**src/design/d2f_pkg.sv**
```systemverilog
`timescale 1ns / 1ps
package d2f_pkg;

  localparam int unsigned TermCap = 30;
  localparam logic [30:0] FieldMax = 31'h7FFF_FFFF;

  // Tolerances as binary64 bit patterns.
  localparam logic [63:0] MinRemBits = 64'h3DDB_7CDF_D9D7_BDBB; // 1.0e-10
  localparam logic [63:0] MaxDevBits = 64'h3BC7_9CA1_0C92_4223; // 1.0e-20

  // Operation codes of the shared binary64 unit.
  localparam logic [1:0] OpSub = 2'd0;
  localparam logic [1:0] OpDiv = 2'd1;
  localparam logic [1:0] OpCvt = 2'd2;
  localparam logic [1:0] OpTrn = 2'd3;

  // One decoded job handed from the front end to the back end.
  typedef struct packed {
    logic        not_finite;
    logic        neg;
    logic [4:0]  limit;
    logic [63:0] mag;
  } d2f_job_t;

  typedef struct packed {
    logic [31:0] numerator;
    logic [30:0] denominator;
    logic        not_finite;
  } d2f_res_t;

  // Magnitude compare of two non-negative binary64 patterns.
  function automatic logic f64_lt(input logic [63:0] a, input logic [63:0] b);
    return a[62:0] < b[62:0];
  endfunction

endpackage

```
**src/design/d2f_front.sv**
```systemverilog
`timescale 1ns / 1ps
module d2f_front (
  input  logic                 clk,
  input  logic                 rst_n,
  input  logic                 in_tvalid,
  output logic                 in_tready,
  input  logic [63:0]          in_tdata,
  input  logic [4:0]           limit_cfg,
  output logic                 job_valid,
  input  logic                 job_ready,
  output d2f_pkg::d2f_job_t    job
);
  import d2f_pkg::*;

  // Two-entry queue between the front end and the back end.
  d2f_job_t  q_r [2];
  logic      wp_r, rp_r;
  logic [1:0] cnt_r;
  d2f_job_t  dec;
  logic      push, pop;

  always_comb begin
    dec.not_finite = (in_tdata[62:52] == 11'h7FF);
    dec.neg        = in_tdata[63] && (in_tdata[62:0] != 63'd0);
    dec.limit      = (limit_cfg > 5'(TermCap)) ? 5'(TermCap) : limit_cfg;
    dec.mag        = {1'b0, in_tdata[62:0]};
  end

  assign in_tready = (cnt_r != 2'd2);
  assign push      = in_tvalid && in_tready;
  assign job_valid = (cnt_r != 2'd0);
  assign pop       = job_valid && job_ready;
  assign job       = q_r[rp_r];

  always_ff @(posedge clk) begin
    if (push) begin
      q_r[wp_r] <= dec;
    end
    if (!rst_n) begin
      wp_r  <= 1'b0;
      rp_r  <= 1'b0;
      cnt_r <= 2'd0;
    end else begin
      if (push) begin
        wp_r <= ~wp_r;
      end
      if (pop) begin
        rp_r <= ~rp_r;
      end
      cnt_r <= cnt_r + 2'(push) - 2'(pop);
    end
  end

endmodule

```
**config.mk**
```make
export PLATFORM = sky130hd
export DESIGN_NAME = d2f_front
export DESIGN_NICKNAME = d
export VERILOG_FILES = /design/src/design/d2f_pkg.sv /design/src/design/d2f_front.sv
export SDC_FILE = /design/constraint.sdc
export NUM_CORES = 1
export LEC_CHECK = 0
export ABC_AREA = 1
export ABC_CLOCK_PERIOD_IN_PS = 5600
export BUFFER_PORTS_ARGS = -buffer_cell sky130_fd_sc_hd__buf_2
export CAP_MARGIN = 20
export CORE_UTILIZATION = 53
export DETAILED_ROUTE_END_ITERATION = 8
export GPL_TIMING_DRIVEN = 0
export PLACE_DENSITY = 0.86
export SYNTH_ARGS = -nofsm -noshare
export SYNTH_HDL_FRONTEND = slang
export SYNTH_SLANG_ARGS = --single-unit
```
**constraint.sdc**
```tcl
create_clock -name clk -period 5.6 [get_ports clk]
set_input_delay 0.28 -clock clk [delete_from_list [all_inputs] [get_ports clk]]
set_output_delay 0.28 -clock clk [all_outputs]
set_load 0.02 [all_outputs]
```
==> metrics.md, run 1 <==
| Metric | Value |
|---|---|
| Sum Neg Setup Slack | `0 ps` |
| Minimum clock period | `~2200 ps` |
| Drt via density | `4.90` |
| Family with the most delay on the worst path | `simple AND/OR/NAND/NOR gates` |
| Largest net degree at the start of global routing | `27` |
| Max Clock Freq | `461 MHz` |
| Worst-Margin Slew | `a little over 800 ps` |
| Crit path max fanout | `25` |
| Die X | `108 µm` |
| Cell accounting for the most synthesized area | `edfxtp_1` |
| Clk sinks | `145` |
| Critical path class | `flip-flop to flip-flop` |
| Compound-Gate Fraction of Synth Area | `less than 1%` |
| Placed cell area | `0.00693 mm²` |
| Final global-route overflow total | `0` |
| Worst Hold Class | `input pin to flip-flop` |
| Die area | `0.0116 mm²` |
| Final period utilization | `38.7%` |
| Vias in the first global route | `3550` |
| Clk_lat worst skew | `roughly 520 ps` |
| Synthesis Warnings | `0` |
| Number of setup buffers added after CTS | `0` |
| Fin cells | `approximately 710` |
| Req. time, crit path | `~5800 ps` |
| Worst path bufs/invs | `3` |
| Simple logic cell fraction of the synthesized area | `4.69%` |
| Fraction of synthesized area in multiplexers | `17.7%` |
| Yosys reg bits | `145` |
| CTS tree | `built` |
| Ys flop type | `edfxtp_1` |
| Top cells by area, synth | `edfxtp_1 (71%), mux2_4 (18%), nor2_1 (2.7%), buf_12 (2.4%), dfxtp_1 (1.7%)` |
| CP cell instances | `inv_1 > nand2_1 > nand2_1 > nor2_4 > buf_16 > buf_12` |
| Worst path arrival time | `2390 ps` |
| Syn Std Cell Area | `approximately 0.006 mm²` |
| First-pass GRT wire length | `18.0 mm` |
| Post-synth cell types | `19` |
| CP Capture Type | `flip-flop` |
| RSZ-0062 raised after global routing | `no` |
| Final core utilization | `between 70% and 80%` |
| Wire per inst | `about 17 µm` |
| Slew HR | `a little under half` |
| Count leader, synth | `edfxtp_1` |
| Input/output buffers | `about 140` |
| DRC errors left | `0` |
| Final Slew Violations | `0` |
| Synthesized area per cell | `18.4 µm²` |
| TritonCTS buffer count | `17` |
| Max VDD drop | `0.303 mV` |
| Final setup violation count | `0` |
| Core box area | `between 0.01 and 0.015 mm²` |
| Total wire length | `11.9 mm` |
| Status | `completed` |
| CP peak stage delay | `~680 ps` |
| Layout area overhead | `38.2%` |
| Largest family of logic cells by synthesized area | `multiplexers` |
| Slowest cell on crit path | `nor2_4` |
| I/O pin count | `146` |
| Share of the synthesized area in the top cell type | `around 70%` |
| Initial core utilization | `54.4%` |
| Nature of the critical path startpoint | `flip-flop` |
| CP dominant cell by count | `nand2_1` |
| Vias | `about 3500` |
| Clock transition at path regs | `around 60 ps` |
| DR pass1 iterations | `4` |
| Max Clock Skew | `6.56 ps` |
| Max-cap violations | `0` |
| Post-synth EDFFs | `between 100 and 150` |
| Post-synth top cells | `edfxtp_1 (140), mux2_4 (70), nor2_1 (43), nand2_1 (25), inv_1 (9)` |
| Fin. Hold Viols | `0` |
| Max Root-Sink Buffers | `2` |
| Antenna violations before repair | `1` |
| Detailed Place HPWL | `around 7.3 mm` |
| PwrDens | `about 450 mW/mm²` |
| Row Count | `38` |
| GRT Util Overall | `between 20 and 25%` |
| Post-synthesis sequential area ratio | `roughly 73%` |
| GPL Wtd Cong | `around 0.74` |
| CTS HTree Levels | `4` |
| Synth Net Count | `~400` |
| Post-synth ARST share | `0%` |
| Post-Synth Adder-Cell Area | `less than 1%` |
| Post-Synth XOR/XNOR Area | `less than 1%` |
| Initial DRC count | `~160` |
| Placed Cells | `~600` |
| Clock root cell | `clkbuf_8` |
| NumNets Final | `between 600 and 700` |
| Chip Height | `between 100 and 150 µm` |
| Post-DRT Antenna Nets | `0` |
| Layout cells sized above 1 | `between 40% and 50%` |
| Final Instance Area | `0.00819 mm²` |
| Gate Count Post-Synth | `about 320` |
| LEAKAGE | `~0.0033 µW` |
[layout make-up]
cell class	count	area, µm²
Timing Repair Buffer	212	1460
Clock buffer	19	422
Buffer	13	174
Inverter	9	33.8
Multi-Input combinational cell	155	1430
Fill cell	633	2700
Tap cell	140	175
Antenna cell	1	2.50
Sequential cell	145	4300
Clock inverter	13	191
[power breakdown]
part           switching, µW  total (µW)  internal, µW  leakage [µW]
Sequential              44.5        1430          1380       0.00135
Combinational            579        1090           511       0.00163
Clock                    408        1170           761      0.000296
Total                   1030        3680          2650       0.00328
[routing by layer]
metal | vias to the layer above | global-route usage [%] | part of all wire (%)
li1 | 1655 | - | -
met3 | 27 | 5.08 | 4.7
met1 | 1647 | 25.0 | 39
met2 | 138 | 38.1 | 53
met5 | - | 0 | 0
met4 | 0 | 11.8 | 2.7
[logic make-up (layout without fill, tap and decap cells)]
group / count (synthesis) / count (layout)
flip-flops: 145 / 145
AND/OR/NAND/NOR: 72 / 72
multiplexers: 70 / 70
buffers and inverters: 22 / 266
AO/OA/AOI/OAI: 9 / 9
adder cells (fa/ha/maj): 2 / 2
other: 1 / 2
XOR/XNOR: 1 / 1
[stage by stage]
step | hold WS [ps] | total power [µW] | setup WS [ps]
after global placement | 436 | 2450 | 169
after CTS | 28.0 | 3700 | 3440
after global routing | 53.3 | 3820 | 3300
final | 56.0 | 3680 | 3430
after floorplan | 373 | 2190 | 1480
after detailed placement | 446 | 2500 | 3450
[worst register-to-register path: stages (launching register included)]
cell and delay, ps:
dfxtp_1 360, inv_1 90, nand2_1 90, nand2_1 180, nor2_4 680, buf_16 260
buf_12 200
[final timing paths]
check	endpoint	slack, ps	cells past startpoint	startpoint
worst min register to register	flip-flop	470	1	rp_r
worst min-delay path	q_r[1][66]	60	2	limit_cfg[3]
worst max register to register	q_r[1][14]	3430	6	cnt_r[0]
worst max-delay path	q_r[1][14]	3430	6	cnt_r[0]
[sequential cells by signal, summed over array words and instances (netlist names), named ones only]
name	flops
rp_r	1
wp_r	1
cnt_r	2
q_r	140
[placed cells by master, fill, tap and decap left out, types with 2 or more instances in the layout]
master         count
a21oi_1            5
mux2_4            70
clkbuf_16         16
nor2_1            41
buf_2            144
nand4_1            2
buf_12             9
ha_1               2
nor2_4             2
dlygate4sd3_1     64
clkbuf_1           6
dfxtp_1            5
bufinv_16          5
nand2_1           25
o21ai_0            3
clkinv_2           2
edfxtp_1         140
clkinv_1           4
inv_1              9
buf_16             2
[timing repair]
item | 4_1_cts | 5_1_grt
setup endpoints to repair | 0 | 0
gates resized for setup | 0 | 0
hold endpoints to repair | 127 | 0
hold buffers | 64 | 0
No activity file was read; power rests on OpenSTA's default activity.
==> run 2, diff against run 1 <==
Settings changed: ABC_AREA 1 to 0, ABC_CLOCK_PERIOD_IN_PS 5600 to 2100, CORE_UTILIZATION 53 to 52.
Clock period 5.6 ns to 2.1 ns, I/O delays scaled along.
==> run 2 against run 1 <==
Against the previous run: sequential share of layout area up 3.0 points; final cell count down 6.5%; register-to-register slack worse by 3200 ps; global-route usage up 0.092 points; wire length down 1.4%.
==> metrics.md, run 2 <==
| Metric | Value |
|---|---|
| Number of setup buffers added after CTS | `0 (unchanged)` |
| Post-synth top cells | `edfxtp_1 (140), mux2_2 (70), nor4_1 (13), buf_2 (7), nand4_1 (6)` |
| Synth Net Count | `352 (-11%)` |
| Slew HR | `55.2% (+9.4 points)` |
| Core box area | `0.0103 mm² (-5.6%)` |
| Post-synth cell types | `28 (+9)` |
| Drt via density | `5.16 (+5.3%)` |
| Status | `completed` |
| Ys flop type | `edfxtp_1` |
| LEAKAGE | `0.00292 µW (-11%)` |
| WL met1 | `4.71 mm (+0.86%)` |
| Req. time, crit path | `2000 ps (-3820 ps)` |
| I/O pin count | `146 (unchanged)` |
| Leading registers by flop count | `q_r: 140 flops, cnt_r: 2 flops` |
| DR pass1 iterations | `4 (unchanged)` |
| GPL Wtd Cong | `0.762 (+3.5%)` |
| CTS HTree Levels | `4 (unchanged)` |
| Slowest cell on crit path | `dfxtp_1` |
| Highest routed metal layer | `met4` |
| Die area | `0.0109 mm² (-5.7%)` |
| Total wire length | `11.7 mm (-1.4%)` |
| Clk_lat worst skew | `500 ps (-20 ps)` |
| Placed cell area | `0.00642 mm² (-7.4%)` |
| Post-synth EDFFs | `140 (unchanged)` |
| Wire per inst | `17.7 µm (+5.5%)` |
| CP Capture Type | `output port` |
| Antenna Cells | `0 (-1)` |
| Cell accounting for the most synthesized area | `edfxtp_1` |
| Max VDD drop | `0.765 mV (+150%)` |
| Max Clock Freq | `~500 MHz` |
| Final global-route overflow total | `0 (unchanged)` |
| Met2 wire length | `6.11 mm (-3.1%)` |
| Row Count | `37 (-2.6%)` |
| Commonest non-fill, non-tap cell in the layout | `buf_2` |
| CP dominant cell by count | `buf_2` |
| Clock transition at path regs | `60 ps (about the same)` |
| Clock root cell | `clkbuf_8` |
| Clk sinks | `145 (unchanged)` |
| Metal3 WL | `632 µm (+14%)` |
| Die X | `105 µm (-2.9%)` |
| Post-synthesis sequential area ratio | `78.6% (+6.0 points)` |
| NumNets Final | `588 (-6.4%)` |
| Nature of the critical path startpoint | `flip-flop` |
| Final Slew Violations | `0 (unchanged)` |
| Input/output buffers | `144 (unchanged)` |
| Critical path class | `flip-flop to output port` |
| Commonest cells after routing, fill and taps aside | `buf_2 (150), edfxtp_1 (140), dlygate4sd3_1 (71), mux2_2 (70), clkbuf_16 (16)` |
| Max FFs per register | `140 (unchanged)` |
| Syn Std Cell Area | `0.00548 mm² (-7.6%)` |
| Detailed Place HPWL | `7.13 mm (-2.7%)` |
| Antenna violations before repair | `0 (-1)` |
| Post-DRT Antenna Nets | `0 (unchanged)` |
| Layout cells sized above 1 | `49.1% (+4.1 points)` |
| First-pass GRT wire length | `17.8 mm (-1.2%)` |
| Final Instance Area | `0.00775 mm² (-5.4%)` |
| Worst path arrival time | `1850 ps (-540 ps)` |
| CP peak stage delay | `470 ps (-210 ps)` |
| Fin. Hold Viols | `0 (unchanged)` |
| Synthesis Warnings | `0 (unchanged)` |
| TritonCTS buffer count | `17 (unchanged)` |
| GRT Util Overall | `22.0% (+0.092 points)` |
| Initial core utilization | `53.3% (-1.2 points)` |
| Crit path max fanout | `10 (-60%)` |
| Initial DRC count | `129 (-20%)` |
| Yosys reg bits | `145 (unchanged)` |
| Minimum clock period | `roughly 2000 ps` |
| Vias in the first global route | `3563 (+0.37%)` |
| Top reg by flops | `q_r` |
| Share of the synthesized area in the top cell type | `76.8% (+5.9 points)` |
| Largest net degree at the start of global routing | `45 (+67%)` |
| Layout area overhead | `41.5%` |
| Worst Hold Class | `input pin to flip-flop` |
| Worst-Margin Slew | `668 ps (-143 ps)` |
| Max-cap violations | `0 (unchanged)` |
| Final period utilization | `around 93%` |
| CTS tree | `built` |
| Top cells by area, synth | `edfxtp_1 (77%), mux2_2 (14%), dfxtp_1 (1.8%), nor4_1 (1.5%), nand4_1 (0.69%)` |
| Count leader, synth | `edfxtp_1` |
| Gate Count Post-Synth | `277 (-14%)` |
| PwrDens | `1240 mW/mm² (+170%)` |
| Vias | `3412 (-1.6%)` |
| RSZ-0062 raised after global routing | `no` |
| Fillers | `625 (-1.3%)` |
| CP cell instances | `buf_2 > mux2_2 > buf_2` |
| Post-synth ARST share | `0% (unchanged)` |
| Sum Neg Setup Slack | `0 ps (unchanged)` |
| DRC errors left | `0 (unchanged)` |
| Chip Height | `105 µm (-2.9%)` |
| Final setup violation count | `0 (unchanged)` |
| Synthesized area per cell | `19.8 µm² (+7.4%)` |
| Max Clock Skew | `4.52 ps (-2.04 ps)` |
| Max Root-Sink Buffers | `2 (unchanged)` |
-- run 2: layout make-up --
cell class                      count  area (µm²)  share of cell area, %
Multi-Input combinational cell    115        1110                   14.3
Buffer                             12        60.1                  0.775
Tap cell                          136         170                   2.20
Sequential cell                   145        4300                   55.6
Inverter                            4        18.8                  0.242
Clock inverter                     13         191                   2.47
Timing Repair inverter              1        5.00                 0.0646
Clock buffer                       18         418                   5.39
Timing Repair Buffer              217        1470                   19.0
-- run 2: cells by family (layout without fill, tap and decap cells) --
family / count (synthesis) / in the layout / share of synthesized area [%]
flops: 145 / 145 / 78.6
mux: 70 / 70 / 14.4
simple gates: 35 / 35 / 3.98
buf+inv: 17 / 265 / 1.39
compound gates: 5 / 5 / 0.777
fa+ha+maj: 2 / 2 / 0.457
xor+xnor: 2 / 2 / 0.320
other cells: 1 / 1 / 0.0685
-- run 2: critical path: cells and delay by family (launching register included) --
| family | cells | cell delay [ps] |
|---|---|---|
| buffers and inverters | 2 | 490 |
| flip-flops | 1 | 470 |
| multiplexers | 1 | 380 |
-- run 2: per-stage QoR --
step	setup slack, ps	total power (µW)	utilization [%]	hold WS [ps]	cells
2_1_floorplan	26.6	5570	-	204	277
3_3_place_gp	-535	6350	62.1	306	557
3_5_place_dp	86.4	6440	62.5	310	559
4_1_cts	63.0	9630	75.3	12.2	660
5_1_grt	21.9	9930	75.4	42.3	661
6_report	144	9570	75.4	49.5	661
-- run 2: repair_timing --
action	CTS	global route
gates resized for setup	1	0
hold buffers	71	0
setup endpoints to repair	70	42
gates cloned	0	1
hold endpoints to repair	143	0
-- run 2: worst paths after layout --
| check | start | endpoint | slack (ps) | cells after the start |
|---|---|---|---|---|
| min reg2reg | rp_r | rp_r | 520 | 2 |
| max reg2reg | cnt_r[1] | q_r[0][1] | 280 | 3 |
| min | job_ready | rp_r | 50 | 4 |
| max | flip-flop | job[62] | 140 | 3 |
-- run 2: power breakdown --
| part | internal [µW] | switching (µW) | leakage [µW] |
|---|---|---|---|
| Clock | 2020 | 1060 | 0.000295 |
| Sequential | 3690 | 127 | 0.00135 |
| Combinational | 1110 | 1560 | 0.00128 |
-- run 2: routing by layer --
metal	global-route usage, %	vias to the layer above
li1	-	1573
met1	25.6	1684
met2	38.3	133
met3	6.30	22
met4	9.15	0
met5	0	-
==> run 3, diff against run 2 <==
Settings changed: ABC_AREA 0 to 1, CORE_UTILIZATION 52 to 53.
==> run 3 against run 2 <==
Against the previous run: sequential power barely moved; critical path depth grew 1; clock power fell by 6.8%; final area is 6.2% higher; global-route usage rose by 0.63 points; core utilization up 0.15 points; combinational power grew 9.0%; worst setup slack gained 160 ps.
==> metrics.md, run 3 (same netlist as run 1, synthesis figures left out) <==
| Metric | Value |
|---|---|
| R2R depth | `10 (+7)` |
| Total wire length | `12.7 mm (+8.1%)` |
| Die X | `108 µm (+3.0%)` |
| Hold EP | `q_r[0][44]` |
| Wire per inst | `17.7 µm (+0.10%)` |
| LEAKAGE | `0.00329 µW (+12%)` |
| Input/output buffers | `144 (unchanged)` |
| GRT met3 Usage | `6.11% (-0.19 points)` |
| Commonest cells after routing, fill and taps aside | `buf_2 (144), edfxtp_1 (140), dlygate4sd3_1 (72), mux2_4 (70), nor2_1 (41)` |
| GRT Util Overall | `22.6% (+0.63 points)` |
| Max VDD drop | `0.910 mV (+19%)` |
| Worst reg2reg startpoint | `cnt_r[1]` |
| Initial DRC count | `154 (+19%)` |
| Detailed Place HPWL | `7.45 mm (+4.4%)` |
| Placed Cells | `610 (+9.1%)` |
| Reg2Reg Capture Point | `cnt_r[1]` |
| Layout cells sized above 1 | `45.3% (-3.8 points)` |
| First-pass GRT wire length | `19.1 mm (+7.3%)` |
| Fin cells | `714 (+8.0%)` |
| GRT met2 Usage | `41.1% (+2.8 points)` |
| Max-cap violations | `0 (unchanged)` |
| Post_cts resized | `0 (-1)` |
| Worst Min Path Start | `in_tdata[44]` |
| CP peak stage delay | `320 ps (-150 ps)` |
| DRC errors left | `0 (unchanged)` |
| CP Capture Type | `output port` |
| WHS Path Cells | `2 (-2)` |
| Final setup violation count | `0 (unchanged)` |
| Fin. Hold Viols | `0 (unchanged)` |
| Core box area | `0.0109 mm² (+5.9%)` |
| Hold Slack | `324 ps (+274 ps)` |
| Row Count | `38 (+2.7%)` |
| Max Root-Sink Buffers | `2 (unchanged)` |
| Chip Height | `108 µm (+3.0%)` |
| Initial core utilization | `54.4% (+1.2 points)` |
| RSZ-0062 raised after global routing | `no` |
| GRT busiest layer | `met2` |
| Vias in the first global route | `3883 (+9.0%)` |
| Req. time, crit path | `2000 ps (about the same)` |
| Max Clock Skew | `16.9 ps (+12.4 ps)` |
| Nature of the critical path startpoint | `flip-flop` |
| NumNets Final | `636 (+8.2%)` |
| Largest net degree at the start of global routing | `34 (-24%)` |
| CTS HTree Levels | `4 (unchanged)` |
| Worst path arrival time | `1690 ps (-160 ps)` |
| Vias | `3560 (+4.3%)` |
| CTS Hold Bufs | `72 (+1.4%)` |
| Layout area overhead | `38.7%` |
| Leading registers by flop count | `q_r: 140 flops, cnt_r: 2 flops` |
| Final period utilization | `85.7% (-7.5 points)` |
| Clock transition at path regs | `60 ps (about the same)` |
| Clk_lat worst skew | `520 ps (+20 ps)` |
| Critical path class | `flip-flop to output port` |
| CTS tree | `built` |
| TritonCTS buffer count | `17 (unchanged)` |
| GPL Wtd Cong | `0.747 (-2.0%)` |
| R2R setup slack | `310 ps (+30 ps)` |
| Final Slew Violations | `0 (unchanged)` |
| Clk sinks | `145 (unchanged)` |
| Placed cell area | `0.00693 mm² (+7.9%)` |
| Minimum clock period | `1800 ps (-157 ps)` |
| Crit path max fanout | `10 (unchanged)` |
| Max FFs per register | `140 (unchanged)` |
| Antenna Cells | `0 (unchanged)` |
| Worst Hold Class | `input pin to flip-flop` |
| Status | `completed` |
| PwrDens | `1170 mW/mm² (-5.5%)` |
| Max Clock Freq | `556 MHz (+8.8%)` |
| Antenna violations before repair | `0 (unchanged)` |
| Slowest cell on crit path | `dfxtp_1` |
| Post-DRT Antenna Nets | `0 (unchanged)` |
| I/O pin count | `146 (unchanged)` |
| Drt via density | `4.99 (-3.4%)` |
| Commonest non-fill, non-tap cell in the layout | `buf_2` |
| DR pass1 iterations | `5 (+1)` |
| Final Instance Area | `0.00822 mm² (+6.2%)` |
| Final global-route overflow total | `0 (unchanged)` |
| Top reg by flops | `q_r` |
| Die area | `0.0116 mm² (+6.1%)` |
| Number of setup buffers added after CTS | `0 (unchanged)` |
| Clock root cell | `clkbuf_8` |
| CP cell instances | `buf_6 > buf_12 > mux2_4 > buf_2` |
| Final core utilization | `75.5% (+0.15 points)` |
| Met1 Use GR | `25.2% (-0.34 points)` |
==> run 3: cell count changes in the layout (fill, tap and decap cells not counted), sizes merged, moves of 4 or more <==
cell	before	now
clkbuf	22	27
nand2	1	25
inv	4	9
nor2	3	43
a21oi	1	5
nand4	6	2
nor4	15	0
==> run 3: area by class of cell <==
| cell class | count | area [µm²] |
|---|---|---|
| clock inverters | 9 | 108 |
| repair buffers | 220 | 1520 |
| well taps | 140 | 175 |
| fillers | 634 | 2670 |
| inverters | 9 | 33.8 |
| plain buffers | 13 | 174 |
| multi-input cells | 155 | 1440 |
| clock buffers | 23 | 467 |
| flip-flops and latches | 145 | 4300 |
==> run 3: critical path: cells and delay by family (launching register included) <==
family	cells	cell delay [ps]
buffers and inverters	3	540
flip-flops	1	320
multiplexers	1	320
==> run 3: routing by layer <==
metal | routed length (µm) | part of all wire (%) | vias to the layer above
met5 | 0 | 0 | -
met1 | 5140 | 41 | 1743
li1 | - | - | 1674
met3 | 544 | 4.3 | 20
met4 | 191 | 1.5 | 0
met2 | 6770 | 54 | 123
==> run 3: where the power goes <==
| group | switching, µW | internal, µW |
|---|---|---|
| clock | 1100 | 1780 |
| combinational | 1550 | 1360 |
| sequential | 127 | 3680 |
==> run 3: how the worst max path moves through the flow <==
| stage | endpoint | startpoint | cells past startpoint | slack, ps |
|---|---|---|---|---|
| 2_1_floorplan | q_r[0][0] | cnt_r[0] | 4 | 20 |
| 3_3_place_gp | q_r[0][27] | cnt_r[0] | 4 | -390 |
| 3_5_place_dp | cnt_r[1] | cnt_r[1] | 10 | 440 |
| 4_1_cts | job[53] | flip-flop | 4 | 270 |
| 5_1_grt | cnt_r[1] | cnt_r[1] | 10 | 180 |
| 6_report | job[57] | flip-flop | 4 | 300 |
==> run 3: through the flow <==
| step | setup TNS [ps] | worst slack [ps] | total power [µW] |
|---|---|---|---|
| floorplan | 0 | 23.5 | 5830 |
| global placement | -53300 | -394 | 6510 |
| detailed placement | 0 | 445 | 6640 |
| CTS | 0 | 271 | 9600 |
| global route | 0 | 179 | 9950 |
| finish | 0 | 301 | 9600 |
